## src/bfm_pkg.sv

```systemverilog
// Package with shared types, constants and codes of the block frame map.
package bfm_pkg;
	localparam int FRAMES_DEF = 16;
	localparam int BLOCKS_DEF = 8192;
	localparam int RECENT_DEF = 10;
	localparam int BLOCK_W = 13;
	localparam int OFFSET_W = 11;
	localparam int FRAME_W = 4;
	localparam int STATUS_W = 3;
	localparam int ST_ENTRY_W = 8;
	localparam int PIN_W = 16;
	localparam logic [7:0] ST_DISK = 8'd254;
	localparam logic [7:0] ST_EMPTY = 8'd255;
	localparam logic [PIN_W-1:0] PIN_MAX = 16'hFFFF;
	localparam logic [1:0] FUNC_PIN = 2'd0;
	localparam logic [1:0] FUNC_RELEASE = 2'd1;
	localparam logic [1:0] FUNC_VIEW = 2'd2;
	localparam logic [1:0] FUNC_UNUSED = 2'd3;
	localparam logic [2:0] RES_HIT = 3'd0;
	localparam logic [2:0] RES_FETCH = 3'd1;
	localparam logic [2:0] RES_FRESH = 3'd2;
	localparam logic [2:0] RES_ALL_PINNED = 3'd3;
	localparam logic [2:0] RES_NOT_RESIDENT = 3'd4;

	typedef enum logic [3:0] {
		S_IDLE, S_CLEAR, S_RD_B, S_WAIT_B, S_RING_RD, S_RING_WAIT, S_DECIDE,
		S_SEARCH, S_EVICT_RD, S_EVICT_WAIT, S_EVICT_WR, S_DONE
	} state_t;

	// Commands from the controller to the datapath.
	typedef struct packed {
		logic latch_in;
		logic clear_step;
		logic rd_block;
		logic cap_block;
		logic rd_ring;
		logic cap_ring;
		logic decide;
		logic search_step;
		logic rd_owner;
		logic evict_wr;
		logic finish;
	} ctl_t;

	// Status from the datapath to the controller.
	typedef struct packed {
		logic clear_done;
		logic need_ring;
		logic need_search;
		logic search_done;
		logic found;
	} sts_t;
endpackage

```

## src/bfm_ctrl.sv

```systemverilog
// Controller state machine of the block frame map.
module bfm_ctrl (
	input logic clk,
	input logic arst_n,
	input logic start,
	output logic busy,
	input bfm_pkg::sts_t sts,
	output bfm_pkg::ctl_t ctl
);
	bfm_pkg::state_t state_q, state_d;

	// State register.
	always_ff @(posedge clk or negedge arst_n) begin
		if (!arst_n) begin
			state_q <= bfm_pkg::S_CLEAR;
		end else begin
			state_q <= state_d;
		end
	end

	// Next state.
	always_comb begin
		state_d = state_q;
		unique case (state_q)
			bfm_pkg::S_CLEAR: if (sts.clear_done) state_d = bfm_pkg::S_IDLE;
			bfm_pkg::S_IDLE: if (start) state_d = bfm_pkg::S_RD_B;
			bfm_pkg::S_RD_B: state_d = bfm_pkg::S_WAIT_B;
			bfm_pkg::S_WAIT_B: begin
				if (sts.need_ring) state_d = bfm_pkg::S_RING_RD;
				else state_d = bfm_pkg::S_DECIDE;
			end
			bfm_pkg::S_RING_RD: state_d = bfm_pkg::S_RING_WAIT;
			bfm_pkg::S_RING_WAIT: state_d = bfm_pkg::S_DECIDE;
			bfm_pkg::S_DECIDE: begin
				if (sts.need_search) state_d = bfm_pkg::S_SEARCH;
				else state_d = bfm_pkg::S_DONE;
			end
			bfm_pkg::S_SEARCH: begin
				if (sts.search_done) begin
					if (sts.found) state_d = bfm_pkg::S_EVICT_RD;
					else state_d = bfm_pkg::S_DONE;
				end
			end
			bfm_pkg::S_EVICT_RD: state_d = bfm_pkg::S_EVICT_WAIT;
			bfm_pkg::S_EVICT_WAIT: state_d = bfm_pkg::S_EVICT_WR;
			bfm_pkg::S_EVICT_WR: state_d = bfm_pkg::S_DONE;
			bfm_pkg::S_DONE: state_d = bfm_pkg::S_IDLE;
			default: state_d = bfm_pkg::S_IDLE;
		endcase
	end

	// Outputs.
	always_comb begin
		ctl = '0;
		busy = (state_q != bfm_pkg::S_IDLE);
		unique case (state_q)
			bfm_pkg::S_CLEAR: ctl.clear_step = 1'b1;
			bfm_pkg::S_IDLE: ctl.latch_in = start;
			bfm_pkg::S_RD_B: ctl.rd_block = 1'b1;
			bfm_pkg::S_WAIT_B: ctl.cap_block = 1'b1;
			bfm_pkg::S_RING_RD: ctl.rd_ring = 1'b1;
			bfm_pkg::S_RING_WAIT: ctl.cap_ring = 1'b1;
			bfm_pkg::S_DECIDE: ctl.decide = 1'b1;
			bfm_pkg::S_SEARCH: ctl.search_step = 1'b1;
			bfm_pkg::S_EVICT_RD: ctl.rd_owner = 1'b1;
			bfm_pkg::S_EVICT_WAIT: ctl.rd_owner = 1'b0;
			bfm_pkg::S_EVICT_WR: ctl.evict_wr = 1'b1;
			bfm_pkg::S_DONE: ctl.finish = 1'b1;
			default: ctl = '0;
		endcase
	end
endmodule

```

## config.mk

```make
export PLATFORM = sky130hd
export DESIGN_NAME = bfm_ctrl
export DESIGN_NICKNAME = d
export VERILOG_FILES = /design/src/bfm_pkg.sv /design/src/bfm_ctrl.sv
export SDC_FILE = /design/constraint.sdc
export NUM_CORES = 1
export LEC_CHECK = 0
export ABC_AREA = 1
export BUFFER_PORTS_ARGS = -buffer_cell sky130_fd_sc_hd__buf_2
export CORE_AREA = 4 4 41 43
export CTS_CLUSTER_DIAMETER = 200
export DETAILED_ROUTE_END_ITERATION = 8
export DIE_AREA = 0 0 45 47
export PLACE_DENSITY = 0.52
export SETUP_SLACK_MARGIN = 0.02
export SKIP_LAST_GASP = 1
export SYNTH_ARGS = -nofsm -noshare
export SYNTH_HDL_FRONTEND = slang
export SYNTH_SLANG_ARGS = --single-unit
```

## constraint.sdc

```tcl
create_clock -name clk -period 1.45 [get_ports clk]
set_input_delay 0.29 -clock clk [delete_from_list [all_inputs] [get_ports clk]]
set_output_delay 0.29 -clock clk [all_outputs]
set_load 0.1 [all_outputs]
```

==> impl_summary.md <==
Routing
The first detailed-routing pass took 4 iterations. For this block, the routed nets add up to 1.378 mm of wire. Using the TritonRoute via totals, the vias-per-cell ratio works out to 4.712. After detailed routing, the number of remaining DRC violations is 0. The average detailed-routed wire length per instance is ~12 um.

The total number of vias is 556. The residual antenna-violating net count after detailed routing is 0. The first routing iteration left 8 violations.

Logic synthesis
By instance count, the leading cell after synthesis is sky130_fd_sc_hd__nand2_1. The number of instances in the synthesized netlist is 64. Counting flops with a built-in enable in the synthesized netlist gives 0. The number of nets produced by synthesis is 72. The post-synthesis cell area is ~370 sq um.

The netlist uses 15 different library cells. After synthesis, the mean cell area works out to 5.845 sq um. The top-area cell type share of the netlist area is 0.2007. Summed over all instances, the cell type with the most area after synthesis is sky130_fd_sc_hd__dfrtp_1. Of all flip-flops after synthesis, the portion carrying an async set or reset was 1.000. The number of warning messages in the yosys log is 0.

The sequential element share of the synthesized area is 0.2709. The synthesized design contains 4 register bits. For this run, the leading register cell type out of synthesis is sky130_fd_sc_hd__dfrtp_1.

Ranked by instance count, the synthesized netlist is headed by sky130_fd_sc_hd__nand2_1, sky130_fd_sc_hd__inv_1, sky130_fd_sc_hd__nor2_1. Ranked by total cell area, the synthesized netlist is headed by sky130_fd_sc_hd__dfrtp_1, sky130_fd_sc_hd__nand2_1, sky130_fd_sc_hd__inv_1.

Finish
The net count of the finished layout is ~110. The area of all placed cells without fillers is 977.2 sq um. The largest registers in the layout are state_q x4. Counting flops per register, the top entry is state_q. The layout-stage area growth over the synthesis result is 161.2%. The share of final-layout standard cells stronger than drive strength 1 is 0.7379. The antenna cell count is 0. The register with the most flip-flops in the layout has 4 of them.

Worst hold path
In this run the worst hold path is classified as input port to register. The cell depth of the worst hold path is 3. The hold-critical path endpoint is state_q[2]. In this run the most critical hold path is launched from sts[2].

Worst setup path
The length in cells of the worst reg-to-reg path is 9. Tracing the worst setup path back leads to its startpoint at state_q[0]. The worst setup path is captured at an output port.

The slowest stage of the critical path is the sky130_fd_sc_hd__dfstp_2 cell. The worst register-to-register path ends at state_q[1]. The delay of the slowest critical-path stage is a little under 0.6 ns. The register-to-register setup slack is about 0.070 ns. STA puts the critical path data required time at 1.16 ns. In this run the worst path has a maximum fanout of 5. For the worst setup path, the data arrival time is 1.35 ns. The critical path start-end classification is register to output port. The worst setup path is launched from a register.

The launch instance of the worst register-to-register path is state_q[0]. The signal on the critical path passes through inv_4, nor2_4, nand2_2, clkinvlp_4, buf_12.

Floorplan
The die extent in x is about 45 um. The core region is 1301 sq um. The starting density of the core is 0.2875.

The overall die area is 2115 sq um. The floorplan step set the die height to 47 um. For this design the top-level I/O count stands at 20. The cell row count is 13.

STA
Dividing the final minimum period by the clock period gives 1.128. The slew at the pin closest to its max-slew limit is roughly 0.19 ns. Between clock sinks in the finished design, the worst skew comes to 0.008256 ns. Counting I/O delays and the setup requirement, the final critical path takes roughly 1.6 ns. The number of max-slew violations in the final report is 0. The number of hold violations in the final report is 0. Setup repair after global routing could not meet its margin everywhere. The headroom to the max-slew limit is 0.8743. Static timing analysis puts the maximum clock frequency at between 600 and 700 MHz.

After layout, the worst setup slack is -0.1858 ns. The total setup violations reported at the end of the flow is 12.

CTS
In this run the clock root is driven by a sky130_fd_sc_hd__clkbuf_4. The clock tree buffer depth is 2. The post-CTS clock slew at the launch and capture registers of the worst setup and hold paths is 0.05 ns.

At the later pin of the worst-skew pair, clock insertion delay measures 0.25 ns. The clock drives 4 sinks. The total clock buffers created by CTS is 3. In this run the number of H-tree levels came out at 1. The clock tree from TritonCTS is built.

Placed design
Detailed placement finished with a half-perimeter wire length of 1.007 mm. The number of input and output port buffers inserted is 19. Once placement finished, the instance area stood at between 800 and 900 sq um.

OpenSTA, run right after detailed placement, puts the worst setup slack at 0.01939 ns. The congestion estimate from routability-driven global placement came to 0.8685.

Global route
In the global route stage, overall resource usage came out at 0.1559. The initial antenna violation count is 0. The via count of the first global-routing pass came to 582. The pin count of the biggest net entering global routing is 6. The first global-routing pass estimated 2.380 mm of wire. For this run the aggregate overflow at the end of global routing stands at 0.

Flow run
The max-cap violation count is 0.

Status
The run finished, with violations left. The final reports fail on setup timing.
## metal layers
metal | up-vias | global-route usage | routed length (um)
li1 | 270 | - | -
met4 | 0 | 0.08187 | 42
met2 | 26 | 0.2881 | 700
met1 | 254 | 0.1507 | 524
met3 | 6 | 0.05747 | 111
met5 | - | 0 | 0
## layout by cell type, fill, tap and decap left out, types with 4 or more instances in the layout
cell type,Yosys,final
sky130_fd_sc_hd__buf_4,0,14
sky130_fd_sc_hd__nor2_4,1,12
sky130_fd_sc_hd__buf_12,0,12
sky130_fd_sc_hd__nand2_1,16,11
sky130_fd_sc_hd__buf_2,0,7
sky130_fd_sc_hd__inv_1,11,5
sky130_fd_sc_hd__nand2_2,3,4
sky130_fd_sc_hd__inv_2,3,4
sky130_fd_sc_hd__nand2_4,0,4
sky130_fd_sc_hd__nand3_1,6,4
## layout make-up
type,count,area [sq um]
repair buffers,35,401.6
multi-input cells,46,356.6
fillers,96,324.1
flip-flops and latches,4,105.1
inverters,14,68.82
clock buffers,4,26.28
well taps,15,18.77
## critical path, delay by kind of cell, from the launching register on
kind                   cells  cell delay [ns]
DFF                        1             0.58
buffers and inverters      3             0.34
and+or+nand+nor            2             0.17
## kinds of logic after synthesis
kind of cell	synth area share
flops	0.2709
compound gates	0.05686
buf+inv	0.1405
simple gates	0.5318
## metrics by stage
stage / hold WS [ns] / setup TNS (ns) / util / instances
2_1_floorplan: -0.005591 / -1.131 / - / 64
3_3_place_gp: 0.09892 / 0 / 0.6183 / 101
3_5_place_dp: 0.1006 / 0 / 0.6183 / 101
4_1_cts: 0.2894 / -1.570 / 0.7269 / 115
5_1_grt: 0.2950 / -2.218 / 0.7510 / 118
6_report: 0.2859 / -1.598 / 0.7510 / 118
## timing repair
action	4_1_cts	5_1_grt
endpoints found under the hold margin	3	0
hold buffers	1	0
setup endpoints to repair	12	14
pin swaps	4	4
buffers inserted	9	3
cloned	0	0
resized for setup	11	3
## how the worst max path moves through the flow
stage | endpoint | slack, ns
floorplan | ctl[9] | -0.34
global placement | ctl[5] | 0.02
detailed placement | ctl[6] | 0.02
CTS | ctl[9] | -0.17
global route | ctl[5] | -0.26
finish | ctl[5] | -0.19
Power is left out: the tool's default activity adds up to more than one toggle a clock period on the data nets, which glitch-free logic cannot reach.
